**src/granule_posting_decoder_unit_macros.svh**
```systemverilog
// assertion macros for the granule posting decoder rtl
`ifndef GRANULE_POSTING_DECODER_UNIT_MACROS_SVH
`define GRANULE_POSTING_DECODER_UNIT_MACROS_SVH

// property checked on every rising clock edge outside reset
`define GPD_ASSERT(lbl, prop, msg) \
  lbl: assert property (@(posedge clk_i) disable iff (!rst_ni) (prop)) else $error(msg);

// implication checked on every rising clock edge outside reset
`define GPD_ASSERT_IMP(lbl, ante, cons, msg) \
  `GPD_ASSERT(lbl, (ante) |-> (cons), msg)

`endif

```
**src/gpd_pkg.sv**
```systemverilog
// shared types and constants of the granule posting decoder
package gpd_pkg;

  localparam int unsigned ROW_BITS     = 40;
  localparam int unsigned GRANULE_BITS = 32;
  localparam int unsigned CFG_BITS     = 40;

  typedef enum logic [1:0] {
    CFG_MODE          = 2'd0,
    CFG_GRANULE_ROWS  = 2'd1,
    CFG_TOTAL_ROWS    = 2'd2,
    CFG_GRANULE_COUNT = 2'd3
  } cfg_idx_e;

  typedef enum logic [1:0] {
    ST_OK       = 2'd0,
    ST_TRUNC    = 2'd1,
    ST_BEYOND   = 2'd2,
    ST_TRAILING = 2'd3
  } status_e;

  typedef enum logic [1:0] {
    CMD_NOP   = 2'd0,
    CMD_OFFER = 2'd1,
    CMD_FLUSH = 2'd2,
    CMD_DROP  = 2'd3
  } cmd_kind_e;

  typedef struct packed {
    logic                     mode;
    logic [GRANULE_BITS-1:0]  granule_rows;
    logic [ROW_BITS-1:0]      total_rows;
    logic [GRANULE_BITS-1:0]  granule_count;
  } gpd_cfg_t;

  // command in granule units, from the decoder
  typedef struct packed {
    cmd_kind_e                kind;
    logic                     eob;
    logic                     fin;
    status_e                  status;
    logic [GRANULE_BITS-1:0]  glo;
    logic [GRANULE_BITS-1:0]  ghi;
  } gpd_cmd_t;

  // command in row units, queued for the back end
  typedef struct packed {
    cmd_kind_e                kind;
    logic                     eob;
    logic                     fin;
    status_e                  status;
    logic                     keep;
    logic [ROW_BITS-1:0]      first_row;
    logic [ROW_BITS-1:0]      end_row;
  } gpd_ent_t;

  typedef struct packed {
    logic                     range_valid;
    logic [ROW_BITS-1:0]      first_row;
    logic [ROW_BITS-1:0]      end_row;
    logic                     posting_done;
    status_e                  status;
    logic                     last;
  } gpd_res_t;

endpackage

```
**src/gpd_cmd_fifo.sv**
```systemverilog
// command queue between the decoder and the range merger
module gpd_cmd_fifo #(
  parameter int unsigned DEPTH = 4
) (
  input  logic              clk_i,
  input  logic              rst_ni,
  input  logic              push_i,
  input  gpd_pkg::gpd_ent_t wdata_i,
  output logic              full_o,
  input  logic              pop_i,
  output gpd_pkg::gpd_ent_t rdata_o,
  output logic              empty_o
);
  import gpd_pkg::*;

  localparam int unsigned AW = (DEPTH > 1) ? $clog2(DEPTH) : 1;
  localparam int unsigned CW = $clog2(DEPTH + 1);

  gpd_ent_t        mem_q [DEPTH];
  logic [AW-1:0]   wp_q, rp_q;
  logic [CW-1:0]   cnt_q;

  assign full_o  = cnt_q == CW'(DEPTH);
  assign empty_o = cnt_q == '0;
  assign rdata_o = mem_q[rp_q];

  always_ff @(posedge clk_i or negedge rst_ni) begin
    if (!rst_ni) begin
      wp_q  <= '0;
      rp_q  <= '0;
      cnt_q <= '0;
    end else begin
      if (push_i) begin
        mem_q[wp_q] <= wdata_i;
        wp_q        <= (wp_q == AW'(DEPTH - 1)) ? '0 : wp_q + AW'(1);
      end
      if (pop_i) rp_q <= (rp_q == AW'(DEPTH - 1)) ? '0 : rp_q + AW'(1);
      if (push_i && !pop_i) cnt_q <= cnt_q + CW'(1);
      else if (!push_i && pop_i) cnt_q <= cnt_q - CW'(1);
    end
  end

endmodule

```
**config.mk**
```make
export PLATFORM = sky130hd
export DESIGN_NAME = gpd_cmd_fifo
export DESIGN_NICKNAME = d
export VERILOG_FILES = /design/src/granule_posting_decoder_unit_macros.svh /design/src/gpd_pkg.sv /design/src/gpd_cmd_fifo.sv
export SDC_FILE = /design/constraint.sdc
export NUM_CORES = 1
export LEC_CHECK = 0
export BUFFER_PORTS_ARGS = -buffer_cell sky130_fd_sc_hd__clkbuf_2
export CAP_MARGIN = 40
export CORE_MARGIN = 10
export CORE_UTILIZATION = 57
export CTS_CLUSTER_DIAMETER = 150
export DETAILED_ROUTE_END_ITERATION = 10
export GPL_ROUTABILITY_DRIVEN = 0
export HOLD_SLACK_MARGIN = 0.1
export PLACE_DENSITY = 0.79
export SYNTH_ARGS = -nofsm -noshare
export SYNTH_HDL_FRONTEND = slang
export SYNTH_SLANG_ARGS = --single-unit
```
**constraint.sdc**
```tcl
create_clock -name clk_i -period 3.95 [get_ports clk_i]
set_input_delay 0.5925 -clock clk_i [delete_from_list [all_inputs] [get_ports clk_i]]
set_output_delay 0.5925 -clock clk_i [all_outputs]
set_load 0.01 [all_outputs]
```
==> metrics.md <==
| Metric | Value |
|---|---|
| DR vias/cell | 5.86 |
| Top-area cell type share of the netlist area | 0.806 |
| First-pass GRT wire length | 38400 µm |
| Fin cells | 1007 |
| Most area-consuming cells after synthesis | edfxtp_1 (81%), mux4_2 (15%), dfrtp_1 (1.4%) |
| Yosys cell types | 22 |
| Root buf cell | clkbuf_16 |
| Row count | 55 |
| Hold_ws | 0.308 ns |
| Post-synthesis instance area | 0.0130 mm² |
| PortBufs | 179 |
| Fmax achieved | 0.346 GHz |
| Filler cell count | 1404 |
| Post-cts sizing count | 0 |
| Routed len/inst | 24.6 µm |
| CP required | 3.36 ns |
| I/O pins | 180 |
| Clock sink total | 355 |
| DRC | 0 |
| Synthesized flop and latch total | 355 |
| Status | finished, final reports clean |
| Vias | 5896 |
| Worst Setup End Kind | output pin |
| Core area | 0.0225 mm² |
| Drt first pass iters | 4 |
| Most instantiated library cell after synthesis | edfxtp_1 |
| Syn nets | 590 |
| Synth Area per Inst | 26.3 µm² |
| Synth Warn # | 0 |
| Setup-failing EPs final | 0 |
| Area grow syn2layout | 18.6% |
| Clock Pin Slew Worst Setup and Hold Paths | 0.06 ns |
| Final WL | 24800 µm |
| Final Max Slew Viols | 0 |
| Max VDD drop | 0.449 mV |
| RSZ-0062 raised after global routing | no |
| Placed Cells | 943 |
| Register area share after synthesis | 0.820 |
| Clock latency on the worst-skew pair | 0.50 ns |
| Total grt overflow | 0 |
| Final setup TNS | 0 ns |
| Fin worst setup slack | 1.06 ns |
| Initial antenna violation count | 2 |
| Commonest cells in the netlist | edfxtp_1 (348), mux4_2 (87), dfrtp_1 (7) |
| Layout cell share with drive strength beyond 1 | 0.458 |
| Final nets | 794 |
| Most area-hungry cell type in the Yosys netlist | edfxtp_1 |
| Number of DRC markers in iteration 0 | 429 |
| Max_slew headroom | 0.528 |
| Final ANT Viol Nets | 0 |
| Largest net degree at the start of global routing | 62 |
| Pwr/cell area | 682 mW/mm² |
| Actual slew at the worst max-slew pin | 0.707 ns |
| CTS buffer count | 35 |
| Worst-path fanout max | 46 |
| Clock skew | 0.0116 ns |
| Setup CP Type | reg -> out |
| Mapped Cells | 492 |
| Die span in y | 171 µm |
| Die area | 0.0292 mm² |
| Vias in the first global route | 6545 |
| Pre-CTS WS | 1.53 ns |
| Max-cap viol count | 0 |
| Final Hold Violating Endpoints | 0 |
| Leakage Power | 0.00526 µW |
| Arrival time at the worst endpoint | 2.30 ns |
| GRT Total Usage | 0.174 |
| Min-Delay Path Class | in -> reg |
| TritonCTS clock tree | yes |
| Die X | 171 µm |
| Worst Setup Start Kind | register |
| Max H-tree Level | 2 |
| Initial core utilization | 0.576 |
| Dominant synthesized flop cell | edfxtp_1 |
| DP HPWL | 15300 µm |
| Number of flops mapped to enable cells by yosys | 348 |
| Clock buffer depth | 3 |
| Final worst path period need | 2.89 ns |
| Final worst-path cycle share | 0.733 |
| FFs w/ async S/R, synth | 0.0197 |
-- cell usage in the layout, fill, tap and decap left out --
cell type      instances
clkbuf_2             179
nand2_1                2
nor2_1                 2
dfrtp_1                5
inv_6                  1
inv_1                  4
ha_1                   6
a21o_1                 1
dfrtp_4                2
buf_12                 6
edfxtp_1             348
fa_1                   1
mux2_2                 2
nor3_1                 2
clkbuf_16             37
clkinv_2               4
diode_2                1
nor3b_1                1
clkbuf_1               7
xnor2_1                1
mux4_2                87
clkinvlp_4             2
o21ai_0                2
and3_4                 4
dlygate4sd3_1          1
clkbuf_8               2
bufinv_16              3
xor2_1                 2
clkinv_1               6
buf_4                  1
-- metrics by stage --
step                utilization  instance area, µm²  total power, µW
detailed placement        0.632               14200             7400
CTS                       0.683               15400            10600
global placement          0.632               14200             7330
global route              0.683               15400            11000
finish                    0.683               15400            10500
floorplan                     -               13000             6440
-- kinds of logic after synthesis --
group | synth area share
compound gates | 0.00135
xor+xnor | 0.00203
fa+ha+maj | 0.00734
buf+inv | 0.0120
flops | 0.820
mux | 0.153
simple gates | 0.00444
-- final timing paths --
check	start	end	slack, ns	depth (start not counted)
setup reg to reg	wp_q[0]$_DFFE_PN0P_	mem_q[2][50]$_DFFE_PP_	1.92	4
setup / recovery	rp_q[1]$_DFFE_PN0P_	rdata_o[41]	1.06	3
max in group asynchronous	rst_ni	rp_q[1]$_DFFE_PN0P_	3.22	2
hold / removal	wdata_i[46]	mem_q[2][46]$_DFFE_PP_	0.31	1
hold reg to reg	cnt_q[2]$_DFFE_PN0P_	cnt_q[2]$_DFFE_PN0P_	0.50	1
min in group asynchronous	rst_ni	cnt_q[1]$_DFFE_PN0P_	0.51	2
-- sequential cells by signal (all words and copies together) (netlist names) --
name / cells
mem_q: 348
wp_q: 2
rp_q: 2
cnt_q: 3
-- layout make-up --
class	instances	area (µm²)	area share
Sequential cell	355	10600	0.692
Multi-Input combinational cell	113	2200	0.143
Timing Repair Buffer	187	1030	0.0672
Clock buffer	46	980	0.0637
Tap cell	285	357	0.0232
Clock inverter	16	156	0.0102
Inverter	4	15.0	0.000977
Antenna cell	1	2.50	0.000163
-- routing by layer --
layer	wire length (µm)	part of all wire	vias up	track usage
met1	9580	0.39	3100	0.223
met5	13	0.00052	-	0
met3	1800	0.072	34	0.0412
met4	472	0.019	2	0.0591
li1	-	-	2536	-
met2	12900	0.52	224	0.288
-- timing repair --
action	4_1_cts	5_1_grt
hold buffers	1	0
hold endpoints to repair	7	0
buffers inserted	0	0
-- power breakdown --
group,switching [µW],total [µW],internal (µW)
registers,203,4720,4520
logic,1310,2530,1220
clock network,1280,3230,1940
total,2800,10500,7680
-- critical path: stages (launching register included) --
cell	delay [ns]
dfrtp_4	0.88
buf_12	0.35
mux4_2	0.40
clkbuf_2	0.16
Note: power is estimated with default switching activity, not from simulation.
