$ cat src/granule_posting_decoder_unit_macros.svh
// assertion macros for the granule posting decoder rtl
`ifndef GRANULE_POSTING_DECODER_UNIT_MACROS_SVH
`define GRANULE_POSTING_DECODER_UNIT_MACROS_SVH

// property checked on every rising clock edge outside reset
`define GPD_ASSERT(lbl, prop, msg) \
  lbl: assert property (@(posedge clk_i) disable iff (!rst_ni) (prop)) else $error(msg);

// implication checked on every rising clock edge outside reset
`define GPD_ASSERT_IMP(lbl, ante, cons, msg) \
  `GPD_ASSERT(lbl, (ante) |-> (cons), msg)

`endif

$ cat src/gpd_pkg.sv
// shared types and constants of the granule posting decoder
package gpd_pkg;

  localparam int unsigned ROW_BITS     = 40;
  localparam int unsigned GRANULE_BITS = 32;
  localparam int unsigned CFG_BITS     = 40;

  typedef enum logic [1:0] {
    CFG_MODE          = 2'd0,
    CFG_GRANULE_ROWS  = 2'd1,
    CFG_TOTAL_ROWS    = 2'd2,
    CFG_GRANULE_COUNT = 2'd3
  } cfg_idx_e;

  typedef enum logic [1:0] {
    ST_OK       = 2'd0,
    ST_TRUNC    = 2'd1,
    ST_BEYOND   = 2'd2,
    ST_TRAILING = 2'd3
  } status_e;

  typedef enum logic [1:0] {
    CMD_NOP   = 2'd0,
    CMD_OFFER = 2'd1,
    CMD_FLUSH = 2'd2,
    CMD_DROP  = 2'd3
  } cmd_kind_e;

  typedef struct packed {
    logic                     mode;
    logic [GRANULE_BITS-1:0]  granule_rows;
    logic [ROW_BITS-1:0]      total_rows;
    logic [GRANULE_BITS-1:0]  granule_count;
  } gpd_cfg_t;

  // command in granule units, from the decoder
  typedef struct packed {
    cmd_kind_e                kind;
    logic                     eob;
    logic                     fin;
    status_e                  status;
    logic [GRANULE_BITS-1:0]  glo;
    logic [GRANULE_BITS-1:0]  ghi;
  } gpd_cmd_t;

  // command in row units, queued for the back end
  typedef struct packed {
    cmd_kind_e                kind;
    logic                     eob;
    logic                     fin;
    status_e                  status;
    logic                     keep;
    logic [ROW_BITS-1:0]      first_row;
    logic [ROW_BITS-1:0]      end_row;
  } gpd_ent_t;

  typedef struct packed {
    logic                     range_valid;
    logic [ROW_BITS-1:0]      first_row;
    logic [ROW_BITS-1:0]      end_row;
    logic                     posting_done;
    status_e                  status;
    logic                     last;
  } gpd_res_t;

endpackage

$ cat src/gpd_back.sv
// range merger with one staged result and an output register
`include "granule_posting_decoder_unit_macros.svh"

module gpd_back (
  input  logic              clk_i,
  input  logic              rst_ni,
  input  logic              head_valid_i,
  input  gpd_pkg::gpd_ent_t head_i,
  output logic              pop_o,
  output logic              out_valid_o,
  input  logic              out_stall_i,
  output gpd_pkg::gpd_res_t out_o
);
  import gpd_pkg::*;

  logic                open_q, open_d;
  logic [ROW_BITS-1:0] ofirst_q, ofirst_d, oend_q, oend_d;
  logic                s_valid_q, s_valid_d, s_final_q, s_final_d;
  gpd_res_t            s_q, s_d;
  logic                o_valid_q;
  gpd_res_t            o_q;
  logic                r_exists, o_free, s_move, proc;
  gpd_res_t            r_res;

  always_comb begin
    open_d   = open_q;
    ofirst_d = ofirst_q;
    oend_d   = oend_q;
    r_exists = 1'b0;
    case (head_i.kind)
      CMD_OFFER: begin
        if (head_i.keep) begin
          if (open_q && oend_q == head_i.first_row) begin
            oend_d = head_i.end_row;
          end else begin
            r_exists = open_q;
            open_d   = 1'b1;
            ofirst_d = head_i.first_row;
            oend_d   = head_i.end_row;
          end
        end
      end
      CMD_FLUSH: begin
        r_exists = open_q;
        open_d   = 1'b0;
      end
      CMD_DROP: open_d = 1'b0;
      default: ;
    endcase
    if (head_i.fin) open_d = 1'b0;

    r_res              = '0;
    r_res.range_valid  = 1'b1;
    r_res.first_row    = ofirst_q;
    r_res.end_row      = oend_q;

    o_free = !o_valid_q || !out_stall_i;
    s_move = s_valid_q && o_free && (s_final_q || (head_valid_i && r_exists));
    proc   = head_valid_i && (!s_valid_q || (!s_final_q && !r_exists) || s_move);

    s_valid_d = s_valid_q && !s_move;
    s_final_d = s_final_q && !s_move;
    s_d       = s_q;
    if (proc) begin
      if (r_exists) begin
        s_valid_d = 1'b1;
        s_final_d = 1'b0;
        s_d       = r_res;
      end
      if (head_i.eob) begin
        if (s_valid_d) begin
          s_final_d        = 1'b1;
          s_d.last         = 1'b1;
          s_d.posting_done = head_i.fin;
          s_d.status       = head_i.fin ? head_i.status : ST_OK;
        end else if (head_i.fin) begin
          // no range from this byte: empty result carries the status
          s_valid_d        = 1'b1;
          s_final_d        = 1'b1;
          s_d              = '0;
          s_d.last         = 1'b1;
          s_d.posting_done = 1'b1;
          s_d.status       = head_i.status;
        end
      end
    end
  end

  assign pop_o       = proc;
  assign out_valid_o = o_valid_q;
  assign out_o       = o_q;

  always_ff @(posedge clk_i or negedge rst_ni) begin
    if (!rst_ni) begin
      open_q    <= 1'b0;
      ofirst_q  <= '0;
      oend_q    <= '0;
      s_valid_q <= 1'b0;
      s_final_q <= 1'b0;
      s_q       <= '0;
      o_valid_q <= 1'b0;
      o_q       <= '0;
    end else begin
      if (proc) begin
        open_q   <= open_d;
        ofirst_q <= ofirst_d;
        oend_q   <= oend_d;
      end
      s_valid_q <= s_valid_d;
      s_final_q <= s_final_d;
      s_q       <= s_d;
      if (o_free) begin
        o_valid_q <= s_move;
        if (s_move) o_q <= s_q;
      end
    end
  end

  `GPD_ASSERT_IMP(a_done_is_last, out_valid_o && out_o.posting_done, out_o.last, "done without last")
  `GPD_ASSERT_IMP(a_empty_is_done, out_valid_o && !out_o.range_valid, out_o.posting_done, "empty result not done")
  `GPD_ASSERT_IMP(a_final_kept, proc && s_valid_q && s_final_q, s_move, "staged result overwritten")

endmodule

$ cat config.mk
export PLATFORM = sky130hd
export DESIGN_NAME = gpd_back
export DESIGN_NICKNAME = d
export VERILOG_FILES = /design/src/gpd_pkg.sv /design/src/gpd_back.sv
export VERILOG_INCLUDE_DIRS = /design/src /design/src/src
export SDC_FILE = /design/constraint.sdc
export NUM_CORES = 1
export LEC_CHECK = 0
export ABC_AREA = 0
export BUFFER_PORTS_ARGS = -buffer_cell sky130_fd_sc_hd__buf_2
export CELL_PAD_IN_SITES_DETAIL_PLACEMENT = 1
export CELL_PAD_IN_SITES_GLOBAL_PLACEMENT = 1
export CORE_MARGIN = 3
export CORE_UTILIZATION = 40
export CTS_CLUSTER_DIAMETER = 100
export DETAILED_ROUTE_END_ITERATION = 8
export GPL_TIMING_DRIVEN = 0
export PLACE_DENSITY_LB_ADDON = 0.08
export SLEW_MARGIN = 25
export SYNTH_ARGS = -nofsm -noshare
export SYNTH_HDL_FRONTEND = slang
export SYNTH_SLANG_ARGS = --single-unit
$ cat constraint.sdc
create_clock -name clk_i -period 3.6 [get_ports clk_i]
set_input_delay 0.72 -clock clk_i [delete_from_list [all_inputs] [get_ports clk_i]]
set_output_delay 0.72 -clock clk_i [all_outputs]
set_load 0.005 [all_outputs]
==> impl_metrics.json <==
{
  "numPortBuffers": 177,
  "stdcell_area_um2": 13700,
  "firstDrtPassIters": 5,
  "grt_pass1_vias": 8883,
  "place.gp.congestion": 0.845,
  "worst_pin_slew_ns": 0.962,
  "dp_hpwl_um": 26000,
  "rr_startpoint": "oend_q[1]",
  "power_density_nw_per_um2": 641,
  "fin_total_pwr_uw": 8770,
  "fin_ws_ns": 0.196,
  "synth.most_common_cell": "dfrtp_1",
  "row_count": 60,
  "grt_pass1_wl_um": 55000,
  "synth_area_um2": 11300,
  "io-pin-count": 178,
  "ys_types": 43,
  "arrival_ns": 2.68,
  "drt.antenna.violating_nets": 0,
  "setup.worst_path.start_class": "flop",
  "top_layer": "met4",
  "clk_pin_slew_ns": 0.06,
  "rrSetupSlack_ns": 0.29,
  "grt_max_degree": 82,
  "async_flop_share": 1.00,
  "cp_data_required_time_ns": 2.88,
  "power.leakage_uw": 0.00655,
  "drv_slew": 0,
  "post_cts_buffers": 0,
  "initial_core_util": 0.413,
  "die_area_um2": 30300,
  "numCtsBuffers": 28,
  "antenna_cells": 0,
  "drt-vias-per-instance": 5.72,
  "ys_ff_latch": 254,
  "netlist_instances": 875,
  "fill_cells": 2923,
  "netlist.area_leader.share": 0.562,
  "drt-met1-wl_um": 16300,
  "rr_endpoint": "s_q[12]",
  "report.final.setup_viol": 0,
  "clockBufferDepth": 3,
  "synth_ff_type": "dfrtp_1",
  "wire_per_inst_um": 24.0,
  "wirelength_um": 35400,
  "multiInputGateArea_um2": 4530,
  "rsz0062_at_grt": "false",
  "fp.dieH_um": 174,
  "finalCritPeriodShare": 0.945,
  "yosys.area.top_type": "dfrtp_1",
  "hold_violations": 0,
  "yosys-top-cells-count": "dfrtp_1, mux2_2, nand4_1",
  "grt_usage": 0.232,
  "drt_iter0_drc": 532,
  "die_x_um": 174,
  "clock.fmax_ghz": 0.294,
  "status": "finished clean",
  "nets": 1179,
  "avgSynthCellArea_um2": 12.9,
  "coreArea_um2": 27400,
  "synth_nets": 969,
  "final-seq-area_um2": 6360,
  "cp-end-kind": "output port",
  "gr-total-overflow": 0,
  "insertion_delay_ns": 0.54,
  "drc": 0,
  "path_max_fanout": 10,
  "cts_max_level": 1,
  "relSlewSlack": 0.359,
  "cap_violations": 0,
  "wl_met3_um": 1770,
  "seq_area_frac_synth": 0.562,
  "ys_top_cells_by_area": "dfrtp_1, mux2_2, o31ai_1",
  "crit_type": "flop to output port",
  "wl_met2_um": 16700,
  "post-place-ws_ns": -0.387,
  "ir_drop_v": 0.000325,
  "syn2layout_area_growth_pct": 20.9,
  "fin_tns_setup_ns": 0,
  "antenna_found_initial": 0,
  "min_path_type": "input port to asynchronous set/reset pin",
  "r2r_cells": 9,
  "via_count": 8425,
  "cts_num_sinks": 254,
  "drive_above_1_share": 0.382,
  "cts_root_buffer": "clkbuf_16",
  "cts_tree": "done",
  "finClkSkew_ns": 0.0204,
  "cts-hold-fix-buffers": 0,
  "dpl_cell_area_um2": 12700,
  "fin_crit_ns": 3.40,
  "ys_warn_count": 0,
  "synth_edf_count": 0
}
worst max-delay path: stages, from the launching register on:
cell and delay (ns):
dfrtp_1 0.46, xor2_1 0.17, nor4_1 0.43, and4_1 0.26, a41oi_1 0.14, inv_2 0.23, clkbuf_2 0.29, buf_2 0.17
worst max-delay path by stage:
stage	from	end	slack [ns]	cells past startpoint
after CTS	oend_q[1]	pop_o	0.03	7
after detailed placement	head_i[61]	s_q[41]	-0.39	9
after global routing	oend_q[1]	pop_o	0.04	7
after floorplan	head_i[61]	s_q[11]	0.67	7
final	oend_q[1]	pop_o	0.20	7
after global placement	rst_ni	out_o[30]	-2.95	1
cell usage in the layout, fill, tap and decap left out, types with 2 or more instances in the layout:
cell	n
a21oi_1	5
a22oi_1	72
a22oi_2	8
and2_1	3
and3_1	3
and4_1	7
buf_1	9
buf_16	3
buf_2	185
buf_6	8
bufinv_16	3
clkbuf_1	67
clkbuf_16	29
clkbuf_2	3
clkbuf_8	3
clkinv_2	3
dfrtp_1	254
ha_1	3
inv_1	5
mux2_2	165
mux2i_1	3
nand2_1	7
nand4_1	92
nor2_1	3
nor3_1	2
nor4_1	4
nor4_2	2
o21a_1	2
o21ai_0	6
o22ai_1	2
o31ai_1	80
or4_4	2
xnor2_1	34
xor2_1	6
cells by family after synthesis:
logic type	after synthesis	share of synthesized area
AOI/OAI and AO/OA	185	0.126
xor gates and xnor gates	40	0.0310
adders and majority gates	3	0.00332
buffers and inverters	95	0.0378
DFF	254	0.562
muxes	168	0.167
and+or+nand+nor	130	0.0728
power by group:
group / leakage, uW / total (uW) / switching (uW) / internal (uW)
Combinational: 0.00278 / 1990 / 984 / 1000
Clock: 0.000441 / 2860 / 1130 / 1730
Sequential: 0.00333 / 3920 / 461 / 3460
Total: 0.00655 / 8770 / 2570 / 6190
per-stage QoR:
| step | utilization | hold slack, ns | std cells |
|---|---|---|---|
| 5_1_grt | 0.499 | 0.0954 | 1472 |
| 6_report | 0.499 | 0.0696 | 1472 |
| 3_3_place_gp | 0.462 | 0.483 | 1424 |
| 2_1_floorplan | - | 0.424 | 875 |
| 4_1_cts | 0.498 | 0.0799 | 1472 |
| 3_5_place_dp | 0.465 | 0.487 | 1427 |
flip-flops by register name, indices dropped and copies added, names as in the netlist:
name and flops:
s_q 85, out_o 85, s_final_q 1, ofirst_q 40
out_valid_o 1, oend_q 40, open_q 1, s_valid_q 1
repair_timing:
item | 4_1_cts | 5_1_grt
resized for setup | 1 | 6
hold endpoints to repair | 0 | 0
gates cloned | 0 | 0
setup endpoints to repair | 29 | 28
final cells by class:
class,instances,area share
Sequential cell,254,0.465
Inverter,6,0.00165
Multi-Input combinational cell,526,0.332
Tap cell,372,0.0341
Clock buffer,39,0.0581
Clock inverter,6,0.00769
Buffer,89,0.0299
Timing Repair Buffer,180,0.0716
routing by layer:
| layer | GRT usage | up-vias |
|---|---|---|
| met3 | 0.0293 | 41 |
| met1 | 0.336 | 4387 |
| li1 | - | 3768 |
| met5 | 0 | - |
| met4 | 0.0466 | 0 |
| met2 | 0.376 | 229 |
No activity file was read; power rests on OpenSTA's default activity.
