===== src/granule_posting_decoder_unit_macros.svh =====
// assertion macros for the granule posting decoder rtl
`ifndef GRANULE_POSTING_DECODER_UNIT_MACROS_SVH
`define GRANULE_POSTING_DECODER_UNIT_MACROS_SVH

// property checked on every rising clock edge outside reset
`define GPD_ASSERT(lbl, prop, msg) \
  lbl: assert property (@(posedge clk_i) disable iff (!rst_ni) (prop)) else $error(msg);

// implication checked on every rising clock edge outside reset
`define GPD_ASSERT_IMP(lbl, ante, cons, msg) \
  `GPD_ASSERT(lbl, (ante) |-> (cons), msg)

`endif


===== src/gpd_pkg.sv =====
// shared types and constants of the granule posting decoder
package gpd_pkg;

  localparam int unsigned ROW_BITS     = 40;
  localparam int unsigned GRANULE_BITS = 32;
  localparam int unsigned CFG_BITS     = 40;

  typedef enum logic [1:0] {
    CFG_MODE          = 2'd0,
    CFG_GRANULE_ROWS  = 2'd1,
    CFG_TOTAL_ROWS    = 2'd2,
    CFG_GRANULE_COUNT = 2'd3
  } cfg_idx_e;

  typedef enum logic [1:0] {
    ST_OK       = 2'd0,
    ST_TRUNC    = 2'd1,
    ST_BEYOND   = 2'd2,
    ST_TRAILING = 2'd3
  } status_e;

  typedef enum logic [1:0] {
    CMD_NOP   = 2'd0,
    CMD_OFFER = 2'd1,
    CMD_FLUSH = 2'd2,
    CMD_DROP  = 2'd3
  } cmd_kind_e;

  typedef struct packed {
    logic                     mode;
    logic [GRANULE_BITS-1:0]  granule_rows;
    logic [ROW_BITS-1:0]      total_rows;
    logic [GRANULE_BITS-1:0]  granule_count;
  } gpd_cfg_t;

  // command in granule units, from the decoder
  typedef struct packed {
    cmd_kind_e                kind;
    logic                     eob;
    logic                     fin;
    status_e                  status;
    logic [GRANULE_BITS-1:0]  glo;
    logic [GRANULE_BITS-1:0]  ghi;
  } gpd_cmd_t;

  // command in row units, queued for the back end
  typedef struct packed {
    cmd_kind_e                kind;
    logic                     eob;
    logic                     fin;
    status_e                  status;
    logic                     keep;
    logic [ROW_BITS-1:0]      first_row;
    logic [ROW_BITS-1:0]      end_row;
  } gpd_ent_t;

  typedef struct packed {
    logic                     range_valid;
    logic [ROW_BITS-1:0]      first_row;
    logic [ROW_BITS-1:0]      end_row;
    logic                     posting_done;
    status_e                  status;
    logic                     last;
  } gpd_res_t;

endpackage


===== src/gpd_front.sv =====
// posting byte decoder and granule run scanner
module gpd_front (
  input  logic              clk_i,
  input  logic              rst_ni,
  input  gpd_pkg::gpd_cfg_t cfg_i,
  input  logic              in_valid_i,
  output logic              in_stall_o,
  input  logic [7:0]        posting_byte_i,
  input  logic              final_byte_i,
  output logic              cmd_valid_o,
  input  logic              cmd_ready_i,
  output gpd_pkg::gpd_cmd_t cmd_o
);
  import gpd_pkg::*;

  typedef enum logic [2:0] {
    PH_START = 3'd0,
    PH_GAP   = 3'd1,
    PH_LEN   = 3'd2,
    PH_DONE  = 3'd3,
    PH_DRAIN = 3'd4
  } phase_e;

  phase_e                  ph_q, ph_d;
  logic [63:0]             acc_q, acc_d;
  logic [6:0]              shift_q, shift_d;
  logic [63:0]             runs_q, runs_d;
  logic [GRANULE_BITS-1:0] gpos_q, gpos_d;
  logic [GRANULE_BITS-1:0] held_q, held_d;
  logic [29:0]             bidx_q, bidx_d;
  status_e                 err_q, err_d;

  // scanner holding register
  logic                    b_valid_q;
  logic [7:0]              b_mask_q;
  logic [GRANULE_BITS-1:0] b_base_q;
  logic                    b_run_q;
  logic [GRANULE_BITS-1:0] b_lo_q, b_hi_q;
  cmd_kind_e               b_tail_q;
  logic                    b_fin_q;
  status_e                 b_status_q;

  logic [7:0]              ld_mask;
  logic                    ld_run;
  logic [GRANULE_BITS-1:0] ld_lo, ld_hi;
  cmd_kind_e               ld_tail;
  status_e                 ld_status;
  logic                    ld_any;

  logic [29:0]             width;
  logic [6:0]              payload;
  logic [63:0]             val;
  logic [32:0]             sum33;
  logic                    in_acc;

  logic [7:0]              lowbit, runbits, mask_nx;
  logic [8:0]              sum9;
  logic [2:0]              lpos;
  logic [3:0]              klen;
  logic [GRANULE_BITS-1:0] glo;
  logic                    rem, issue, last_issue;

  // byte decode
  always_comb begin
    ph_d      = ph_q;
    acc_d     = acc_q;
    shift_d   = shift_q;
    runs_d    = runs_q;
    gpos_d    = gpos_q;
    held_d    = held_q;
    bidx_d    = bidx_q;
    err_d     = err_q;
    ld_mask   = '0;
    ld_run    = 1'b0;
    ld_lo     = '0;
    ld_hi     = '0;
    ld_tail   = CMD_NOP;
    ld_status = ST_OK;
    width     = 30'(({1'b0, cfg_i.granule_count} + 33'd7) >> 3);
    payload   = posting_byte_i[6:0];
    val       = acc_q | (64'(payload) << shift_q[5:0]);
    sum33     = '0;
    if (ph_q == PH_START && !cfg_i.mode) begin
      if (bidx_q >= width) begin
        err_d = ST_TRAILING; ph_d = PH_DRAIN; ld_tail = CMD_DROP;
      end else if (bidx_q == width - 30'd1 && cfg_i.granule_count[2:0] != 3'd0 &&
                   8'(posting_byte_i >> cfg_i.granule_count[2:0]) != 8'd0) begin
        err_d = ST_BEYOND; ph_d = PH_DRAIN; ld_tail = CMD_DROP;
      end else begin
        ld_mask = posting_byte_i;
        bidx_d  = bidx_q + 30'd1;
        if (bidx_q + 30'd1 == width) begin
          ld_tail = CMD_FLUSH; ph_d = PH_DONE;
        end
      end
    end else if (ph_q == PH_START || ph_q == PH_GAP || ph_q == PH_LEN) begin
      if (shift_q >= 7'd63 && (payload > 7'd1 || posting_byte_i[7])) begin
        err_d = ST_TRUNC; ph_d = PH_DRAIN; ld_tail = CMD_DROP;
      end else if (posting_byte_i[7]) begin
        acc_d   = val;
        shift_d = shift_q + 7'd7;
      end else begin
        acc_d   = '0;
        shift_d = '0;
        case (ph_q)
          PH_START: begin
            runs_d = val;
            gpos_d = '0;
            if (val == 64'd0) begin
              ld_tail = CMD_FLUSH; ph_d = PH_DONE;
            end else begin
              ph_d = PH_GAP;
            end
          end
          PH_GAP: begin
            sum33 = {1'b0, gpos_q} + 33'(val[GRANULE_BITS-1:0]);
            if (val > 64'(cfg_i.granule_count) || sum33 > 33'(cfg_i.granule_count)) begin
              err_d = ST_BEYOND; ph_d = PH_DRAIN; ld_tail = CMD_DROP;
            end else begin
              held_d = sum33[GRANULE_BITS-1:0];
              ph_d   = PH_LEN;
            end
          end
          default: begin
            sum33 = {1'b0, held_q} + 33'(val[GRANULE_BITS-1:0]) + 33'd1;
            if (val >= 64'(cfg_i.granule_count) ||
                sum33 > 33'(cfg_i.granule_count)) begin
              err_d = ST_BEYOND; ph_d = PH_DRAIN; ld_tail = CMD_DROP;
            end else begin
              ld_run = 1'b1;
              ld_lo  = held_q;
              ld_hi  = sum33[GRANULE_BITS-1:0];
              gpos_d = sum33[GRANULE_BITS-1:0];
              runs_d = runs_q - 64'd1;
              if (runs_q == 64'd1) begin
                ld_tail = CMD_FLUSH; ph_d = PH_DONE;
              end else begin
                ph_d = PH_GAP;
              end
            end
          end
        endcase
      end
    end else if (ph_q == PH_DONE) begin
      err_d = ST_TRAILING; ph_d = PH_DRAIN; ld_tail = CMD_DROP;
    end
    if (final_byte_i) begin
      if (err_d != ST_OK) ld_status = err_d;
      else if (ph_d == PH_DONE) ld_status = ST_OK;
      else ld_status = ST_TRUNC;
      // posting ends: back to idle decode state
      ph_d    = PH_START;
      acc_d   = '0;
      shift_d = '0;
      runs_d  = '0;
      gpos_d  = '0;
      held_d  = '0;
      bidx_d  = '0;
      err_d   = ST_OK;
    end
    ld_any = (ld_mask != 8'd0) || ld_run || (ld_tail != CMD_NOP) || final_byte_i;
  end

  // scanner: one contiguous run of set granules per cycle while cmd_ready_i is high
  always_comb begin
    lowbit  = b_mask_q & (~b_mask_q + 8'd1);
    sum9    = {1'b0, b_mask_q} + {1'b0, lowbit};
    runbits = b_mask_q & ~sum9[7:0];
    mask_nx = b_mask_q & ~runbits;
    lpos    = '0;
    klen    = '0;
    for (int i = 0; i < 8; i++) begin
      if (lowbit[i]) lpos = 3'(i);
      klen = klen + 4'(runbits[i]);
    end
    glo = b_base_q + GRANULE_BITS'(lpos);
    cmd_o.status = ST_OK;
    if (b_mask_q != 8'd0) begin
      rem        = (mask_nx != 8'd0) || b_run_q || (b_tail_q != CMD_NOP);
      cmd_o.kind = CMD_OFFER;
      cmd_o.glo  = glo;
      cmd_o.ghi  = glo + GRANULE_BITS'(klen);
    end else if (b_run_q) begin
      rem        = (b_tail_q != CMD_NOP);
      cmd_o.kind = CMD_OFFER;
      cmd_o.glo  = b_lo_q;
      cmd_o.ghi  = b_hi_q;
    end else begin
      rem        = 1'b0;
      cmd_o.kind = b_tail_q;
      cmd_o.glo  = '0;
      cmd_o.ghi  = '0;
    end
    cmd_o.eob = !rem;
    cmd_o.fin = b_fin_q && !rem;
    if (!rem) cmd_o.status = b_status_q;
    issue      = b_valid_q && cmd_ready_i;
    last_issue = issue && !rem;
  end

  assign cmd_valid_o = b_valid_q;
  assign in_stall_o  = b_valid_q && !last_issue;
  assign in_acc      = in_valid_i && !in_stall_o;

  always_ff @(posedge clk_i or negedge rst_ni) begin
    if (!rst_ni) begin
      ph_q       <= PH_START;
      acc_q      <= '0;
      shift_q    <= '0;
      runs_q     <= '0;
      gpos_q     <= '0;
      held_q     <= '0;
      bidx_q     <= '0;
      err_q      <= ST_OK;
      b_valid_q  <= 1'b0;
      b_mask_q   <= '0;
      b_base_q   <= '0;
      b_run_q    <= 1'b0;
      b_lo_q     <= '0;
      b_hi_q     <= '0;
      b_tail_q   <= CMD_NOP;
      b_fin_q    <= 1'b0;
      b_status_q <= ST_OK;
    end else begin
      // a new byte loads only once the previous one has fully issued
      if (in_acc && ld_any) begin
        b_valid_q  <= 1'b1;
        b_mask_q   <= ld_mask;
        b_base_q   <= {bidx_q[GRANULE_BITS-4:0], 3'b000};
        b_run_q    <= ld_run;
        b_lo_q     <= ld_lo;
        b_hi_q     <= ld_hi;
        b_tail_q   <= ld_tail;
        b_fin_q    <= final_byte_i;
        b_status_q <= ld_status;
      end else if (issue) begin
        if (b_mask_q != 8'd0) b_mask_q <= mask_nx;
        else if (b_run_q) b_run_q <= 1'b0;
        if (!rem) b_valid_q <= 1'b0;
      end
      if (in_acc) begin
        ph_q    <= ph_d;
        acc_q   <= acc_d;
        shift_q <= shift_d;
        runs_q  <= runs_d;
        gpos_q  <= gpos_d;
        held_q  <= held_d;
        bidx_q  <= bidx_d;
        err_q   <= err_d;
      end
    end
  end

endmodule


===== config.mk =====
export PLATFORM = sky130hd
export DESIGN_NAME = gpd_front
export DESIGN_NICKNAME = d
export VERILOG_FILES = /design/src/granule_posting_decoder_unit_macros.svh /design/src/gpd_pkg.sv /design/src/gpd_front.sv
export SDC_FILE = /design/constraint.sdc
export NUM_CORES = 1
export LEC_CHECK = 0
export BUFFER_PORTS_ARGS = -buffer_cell sky130_fd_sc_hd__buf_2
export CELL_PAD_IN_SITES_DETAIL_PLACEMENT = 0
export CELL_PAD_IN_SITES_GLOBAL_PLACEMENT = 2
export CORE_ASPECT_RATIO = 0.75
export CORE_MARGIN = 4
export CORE_UTILIZATION = 34
export CTS_CLUSTER_SIZE = 30
export DETAILED_ROUTE_END_ITERATION = 8
export PLACE_DENSITY = 0.82
export SKIP_LAST_GASP = 1
export SYNTH_ARGS = -nofsm -noshare
export SYNTH_HDL_FRONTEND = slang
export SYNTH_SLANG_ARGS = --single-unit

===== constraint.sdc =====
create_clock -name clk_i -period 7.5 [get_ports clk_i]
set_input_delay 1.5 -clock clk_i [delete_from_list [all_inputs] [get_ports clk_i]]
set_output_delay 1.5 -clock clk_i [all_outputs]
set_load 0.005 [all_outputs]

==> impl_metrics.env, run 1 <==
export IMPL_cp_max_fo=8
export IMPL_initial_core_util_pct=34.6
export IMPL_first_iter_violations=2906
export IMPL_syn_area_um2=28100
export IMPL_crit_top_cell="buf_4"
export IMPL_io_buffers=117
export IMPL_top_usage_layer="met1"
export IMPL_status="finished with violations"
export IMPL_viasPerCell=5.73
export IMPL_final_common_cell="buf_4"
export IMPL_cts_buffer_depth=3
export IMPL_yosys_register_bits=342
export IMPL_clk_pin_slew_ns=0.06
export IMPL_violations="negative setup slack"
export IMPL_grt_antenna_before_repair=3
export IMPL_synth_edf_count=0
export IMPL_ys_warn_count=0
export IMPL_startpoint="posting_byte_i[4]"
export IMPL_nets=4463
export IMPL_gp_congestion=0.957
export IMPL_max_freq_ghz=0.120
export IMPL_yosysTopAreaCell="dfrtp_1"
export IMPL_synth_nets=3885
export IMPL_drive_above_1_share_pct=27.6
export IMPL_grt_use_met3_pct=9.96
export IMPL_postRouteAntennaNets=0
export IMPL_synth_compound_area_share_pct=24.2
export IMPL_fin_cells=5263
export IMPL_drt_wirelength_per_cell_um=24.4
export IMPL_htreeDepth=2
export IMPL_r2r_start="shift_q[0]"
export IMPL_vias=30200
export IMPL_rows=90
export IMPL_synth_mux_area_share_pct=1.82
export IMPL_fillers=8029
export IMPL_synth_async_sr_flop_share_pct=100
export IMPL_die_height_um=257
export IMPL_routed_wl_um=128000
export IMPL_globalRouteMet1Util_pct=42.8
export IMPL_fin_util_pct=46.8
export IMPL_grt_total_usage_pct=28.0
export IMPL_synth_xor_area_share_pct=6.42
export IMPL_critPathSlowestCell="a2111oi_4"
export IMPL_relSlewSlack_pct=17.7
export IMPL_ioPinCount=190
export IMPL_start_kind="input port"
export IMPL_syn_avg_cell_area_um2=7.91
export IMPL_hp_start="b_fin_q"
export IMPL_diodes=0
export IMPL_ys_seq_area_share_pct=30.5
export IMPL_p_leak_nw=17.8
export IMPL_synth_simple_area_share_pct=22.2
export IMPL_layout_common_cells="534 x buf_4, 410 x nand2_1, 341 x dfrtp_1"
export IMPL_finClkSkew_ns=0.0379
export IMPL_arrival_ns=8.83
export IMPL_power_density_nw_per_um2=353
export IMPL_end_kind="flop"
export IMPL_timing_final_crit_share_pct=111
export IMPL_synth_top_family_by_area="compound AO/OA/AOI/OAI gates"
export IMPL_required_ns=8.01
export IMPL_cts_tree="yes"
export IMPL_max_cap_viol_count=0
export IMPL_synthAdderAreaFrac_pct=9.81
export IMPL_clock_sinks=342
export IMPL_setup_slack_ns=-0.812
export IMPL_yosys_most_used_dff="dfrtp_1"
export IMPL_synth_area_leaders="dfrtp_1 30%, ha_1 9.3%, nand2_1 6.2%"
export IMPL_dieArea_um2=87300
export IMPL_cts_hold_buffers=0
export IMPL_synthCells=3551
export IMPL_rsz0062_at_grt="true"
export IMPL_dp_worst_setup_slack_ns=-1.62
export IMPL_critPathMaxStageDelay_ns=0.43
export IMPL_grt_max_degree=116
export IMPL_placedCellCount=5079
export IMPL_grt_ovfl_total=0
export IMPL_synth_cell_types=99
export IMPL_worstMarginPinSlew_ns=1.23
export IMPL_first_pass_iters=7
export IMPL_final_max_slew_viol_count=0
export IMPL_die_w_um=340
export IMPL_met2_usage_pct=37.3
export IMPL_whs_ns=0.480
export IMPL_grt_first_pass_wirelength_um=187000
export IMPL_cts_buffers=42
export IMPL_hpwlAfterDp_um=94500
export IMPL_min_period_ns=8.31
export IMPL_p_total_mw=13.4
export IMPL_clock_root_buffer="clkbuf_16"
export IMPL_r2r_cells=42
export IMPL_hold_viol=0
export IMPL_core_area_um2=81200
export IMPL_min_path_type="flop to flop"
export IMPL_drc_errors=0
export IMPL_areaGrowthSynthToFinish_pct=35.3
export IMPL_yosys_area_top_type_share_pct=30.5
export IMPL_grt_pass1_vias=28200
export IMPL_clk_latency_ns=0.61
export IMPL_ir_drop_mv=0.270
export IMPL_finalSetupViolCount=238
export IMPL_worst_setup_path_type="input port to flop"
export IMPL_hold_depth=2
-- cell families after synthesis --
family	Yosys count
xor+xnor	194
buf+inv	353
flops	342
compound gates	1086
simple gates	1314
mux	46
fa+ha+maj	216
-- critical path: cells and delay by family --
kind	cells	cell delay, ns
mux	1	0.24
simple gates	6	1.11
compound gates	20	3.46
buf+inv	11	1.71
xor+xnor	1	0.16
fa+ha+maj	2	0.62
-- per-stage QoR --
stage,setup TNS [ns],area [um^2]
global placement,-306.08,33400
global route,-134.68,38000
finish,-92.79,38000
CTS,-52.78,36700
floorplan,-3.81,28400
detailed placement,-317.78,33400
-- cell usage after synthesis (47+ instances only) --
master / instances
nor4_1: 47
xnor2_1: 127
o21ai_0: 311
ha_1: 209
nand4_1: 54
a21o_1: 52
o21ai_1: 48
nand2_1: 466
a21oi_1: 276
inv_1: 153
dfrtp_1: 342
xor2_1: 59
o31ai_1: 80
nand3_1: 153
nor3_1: 94
a31oi_1: 63
clkbuf_1: 151
nor2_1: 287
-- power breakdown --
part | leakage, nW | switching [mW] | internal, mW
Combinational | 12.4 | 5.23 | 3.50
Clock | 0.705 | 0.953 | 1.31
Sequential | 4.73 | 0.295 | 2.10
Total | 17.8 | 6.48 | 6.92
-- area by class of cell --
class / instances / area [um^2] / share of cell area, %
clock buffer: 55 / 1180 / 3.10
timing repair buffer: 731 / 6060 / 15.9
sequential: 342 / 8560 / 22.5
clock inverter: 19 / 270 / 0.711
multi-input combinational: 2856 / 20000 / 52.5
inverter: 156 / 593 / 1.56
tap: 1104 / 1380 / 3.63
-- flip-flops by register name, indices dropped and copies added (netlist names), 2 cells and up --
register and count:
acc_q 64, b_base_q 29, b_hi_q 32, b_lo_q 32, b_mask_q 8, b_status_q 2
b_tail_q 2, bidx_q 30, err_q 2, gpos_q 32, held_q 32, ph_q 3
runs_q 64, shift_q 7
-- routing by layer --
layer  vias up  share of wire, %  wire length (um)
li1      14100                 -                 -
met1     14800                48             61600
met2      1202                39             49800
met3       133                11             14700
met4         2               1.7              2230
met5         -              0.12               160
-- timing repair --
action                     4_1_cts  5_1_grt
buffers inserted                59       43
pin swaps                       70       63
setup endpoints to repair      261      261
hold endpoints to repair         0        0
gates resized for setup        232      269
cloned                          20       12
-- final timing paths --
kind	endpoint	slack, ns
setup / recovery	b_hi_q[2]	-0.81
hold / removal	b_fin_q	0.48
setup reg to reg	b_hi_q[2]	-0.58
hold reg to reg	b_fin_q	0.48
max in group asynchronous	runs_q[4]	4.98
min in group asynchronous	b_base_q[12]	0.84
(Power assumes the default switching activity.)
==> run 2, diff against run 1 <==
--- a/config.mk
+++ b/config.mk
@@ -11,6 +11,8 @@
 export CORE_ASPECT_RATIO = 0.75
 export CORE_MARGIN = 4
 export CORE_UTILIZATION = 34
+export CTS_BUF_LIST = sky130_fd_sc_hd__clkbuf_8
+export CTS_CLUSTER_DIAMETER = 200
 export CTS_CLUSTER_SIZE = 30
 export DETAILED_ROUTE_END_ITERATION = 8
 export PLACE_DENSITY = 0.82
==> run 2 against run 1 <==
The run still ends with negative setup slack left. Non-clock buffer count fell by 12. Sequential share of layout area grew 0.96 points. Register-to-register slack better by 0.11 ns. Largest cell class unchanged.
==> impl_metrics.env, run 2 (synthesized netlist as in run 1, its figures left out) <==
export IMPL_grt_ovfl_total=0
export IMPL_nets=4425
export IMPL_grt_max_degree=116
export IMPL_dieArea_um2=87300
export IMPL_vias=29800
export IMPL_drive_above_1_share_pct=25.9
export IMPL_finalSetupViolCount=159
export IMPL_gp_congestion=0.957
export IMPL_cts_hold_buffers=0
export IMPL_first_iter_violations=2838
export IMPL_grt_first_pass_wirelength_um=186000
export IMPL_placedCellCount=5079
export IMPL_violations="negative setup slack"
export IMPL_status="finished with violations"
export IMPL_arrival_ns=8.72
export IMPL_areaGrowthSynthToFinish_pct=29.8
export IMPL_worstMarginPinSlew_ns=1.20
export IMPL_worst_setup_path_type="input port to flop"
export IMPL_setup_slack_ns=-0.661
export IMPL_drc_errors=0
export IMPL_clk_latency_ns=0.70
export IMPL_p_sw_share_pct=51.4
export IMPL_rrSetupSlack_ns=-0.47
export IMPL_fin_cells=5197
export IMPL_largestRegisters="acc_q x64, runs_q x64"
export IMPL_grt_pass1_vias=27900
export IMPL_postRouteAntennaNets=0
export IMPL_cts_buffer_depth=3
export IMPL_finClkSkew_ns=0.108
export IMPL_min_path_type="flop to flop"
export IMPL_grt_antenna_before_repair=4
export IMPL_drt_wirelength_per_cell_um=24.2
export IMPL_critPathSlowestCell="mux4_2"
export IMPL_timing_final_crit_share_pct=109
export IMPL_final_max_slew_viol_count=0
export IMPL_max_freq_ghz=0.123
export IMPL_p_switching_mw=6.09
export IMPL_hpwlAfterDp_um=94500
export IMPL_p_leak_nw=17.2
export IMPL_ioPinCount=190
export IMPL_end_kind="flop"
export IMPL_routed_wl_um=126000
export IMPL_io_buffers=117
export IMPL_first_pass_iters=5
export IMPL_power_density_nw_per_um2=325
export IMPL_rsz0062_at_grt="true"
export IMPL_dp_worst_setup_slack_ns=-1.62
export IMPL_final_common_cell="buf_4"
export IMPL_wl_met2_um=48700
export IMPL_relSlewSlack_pct=20.1
export IMPL_met1Wirelength_um=60600
export IMPL_clk_pin_slew_ns=0.21
export IMPL_pwr_share_clk_pct=7.4
export IMPL_grt_total_usage_pct=27.7
export IMPL_cp_max_fo=7
export IMPL_cts_tree="yes"
export IMPL_clock_sinks=342
export IMPL_htreeDepth=1
export IMPL_start_kind="input port"
export IMPL_met3WireLength_um=14300
export IMPL_top_layer="met5"
export IMPL_hold_viol=0
export IMPL_critPathMaxStageDelay_ns=0.55
export IMPL_core_area_um2=81200
export IMPL_max_cap_viol_count=0
export IMPL_p_seq_share_pct=20.1
export IMPL_min_period_ns=8.16
export IMPL_initial_core_util_pct=34.6
export IMPL_die_height_um=257
export IMPL_p_comb_share_pct=72.5
export IMPL_intPower_mw=5.77
export IMPL_cts_buffers=15
export IMPL_die_w_um=340
export IMPL_required_ns=8.06
export IMPL_clock_root_buffer="clkbuf_8"
export IMPL_viasPerCell=5.73
export IMPL_ir_drop_mv=0.258
export IMPL_layout_common_cells="528 x buf_4, 400 x nand2_1, 341 x dfrtp_1"
export IMPL_rows=90
[run 2: cell count changes in the layout (fill, tap and decap cells not counted), sizes merged]
cell      delta
clkbuf      -43
buf          -9
clkinv       -9
bufinv       -6
clkinvlp     -3
inv          +2
diode        +1
o21ai        +1
[run 2: power groups by stage]
stage                     clock network [mW]  logic (mW)  registers (mW)
after floorplan                            0        3.92            2.29
after global placement                     0        7.16            2.40
after detailed placement                   0        7.17            2.40
after CTS                              0.919        8.16            2.37
after global routing                   0.969        9.22            2.42
final                                  0.883        8.59            2.38
[run 2: critical path, delay by kind of cell]
kind | cells | cell delay, ns
muxes | 2 | 0.85
buffers and inverters | 8 | 1.22
adders and majority gates | 2 | 0.55
and+or+nand+nor | 5 | 0.80
xor gates and xnor gates | 1 | 0.10
AOI/OAI and AO/OA | 19 | 3.66
[run 2: what timing repair did]
action | CTS | global route
gates cloned | 26 | 3
resized for setup | 228 | 197
buffers inserted | 66 | 25
endpoints found under the setup margin | 263 | 262
pin swaps | 75 | 79
hold endpoints to repair | 0 | 0
[run 2: per-layer routing]
layer	track usage, %	vias to the layer above
met5	1.32	-
met4	4.00	2
met3	9.59	97
met2	37.2	1152
met1	42.8	14600
li1	-	14000
[run 2: final cells by class]
class / count / area, um^2
clock inverter: 3 / 31.3
antenna: 1 / 2.50
multi-input combinational: 2857 / 19700
clock buffer: 15 / 206
timing repair buffer: 719 / 5980
fill: 8137 / 44700
tap: 1104 / 1380
sequential: 342 / 8560
inverter: 156 / 588
[run 2: final timing paths]
kind	startpoint	endpoint	cells after the start
worst min-delay path	b_lo_q[12]	b_lo_q[12]	2
worst max register to register	shift_q[0]	b_base_q[15]	37
max in group asynchronous	rst_ni	runs_q[4]	2
worst max-delay path	posting_byte_i[0]	b_base_q[15]	37
worst min register to register	b_lo_q[12]	b_lo_q[12]	2
min in group asynchronous	rst_ni	b_base_q[12]	1
[run 2: per-stage QoR]
stage | area [um^2] | power, mW | TNS (ns) | util [%] | hold slack [ns]
3_5_place_dp | 33400 | 9.57 | -317.78 | 41.2 | 0.468
5_1_grt | 36500 | 12.6 | -122.62 | 44.9 | 0.538
3_3_place_gp | 33400 | 9.56 | -306.08 | 41.2 | 0.460
4_1_cts | 35700 | 11.4 | -41.44 | 44.0 | 0.512
6_report | 36500 | 11.9 | -73.36 | 44.9 | 0.507
2_1_floorplan | 28400 | 6.21 | -3.81 | - | 0.438
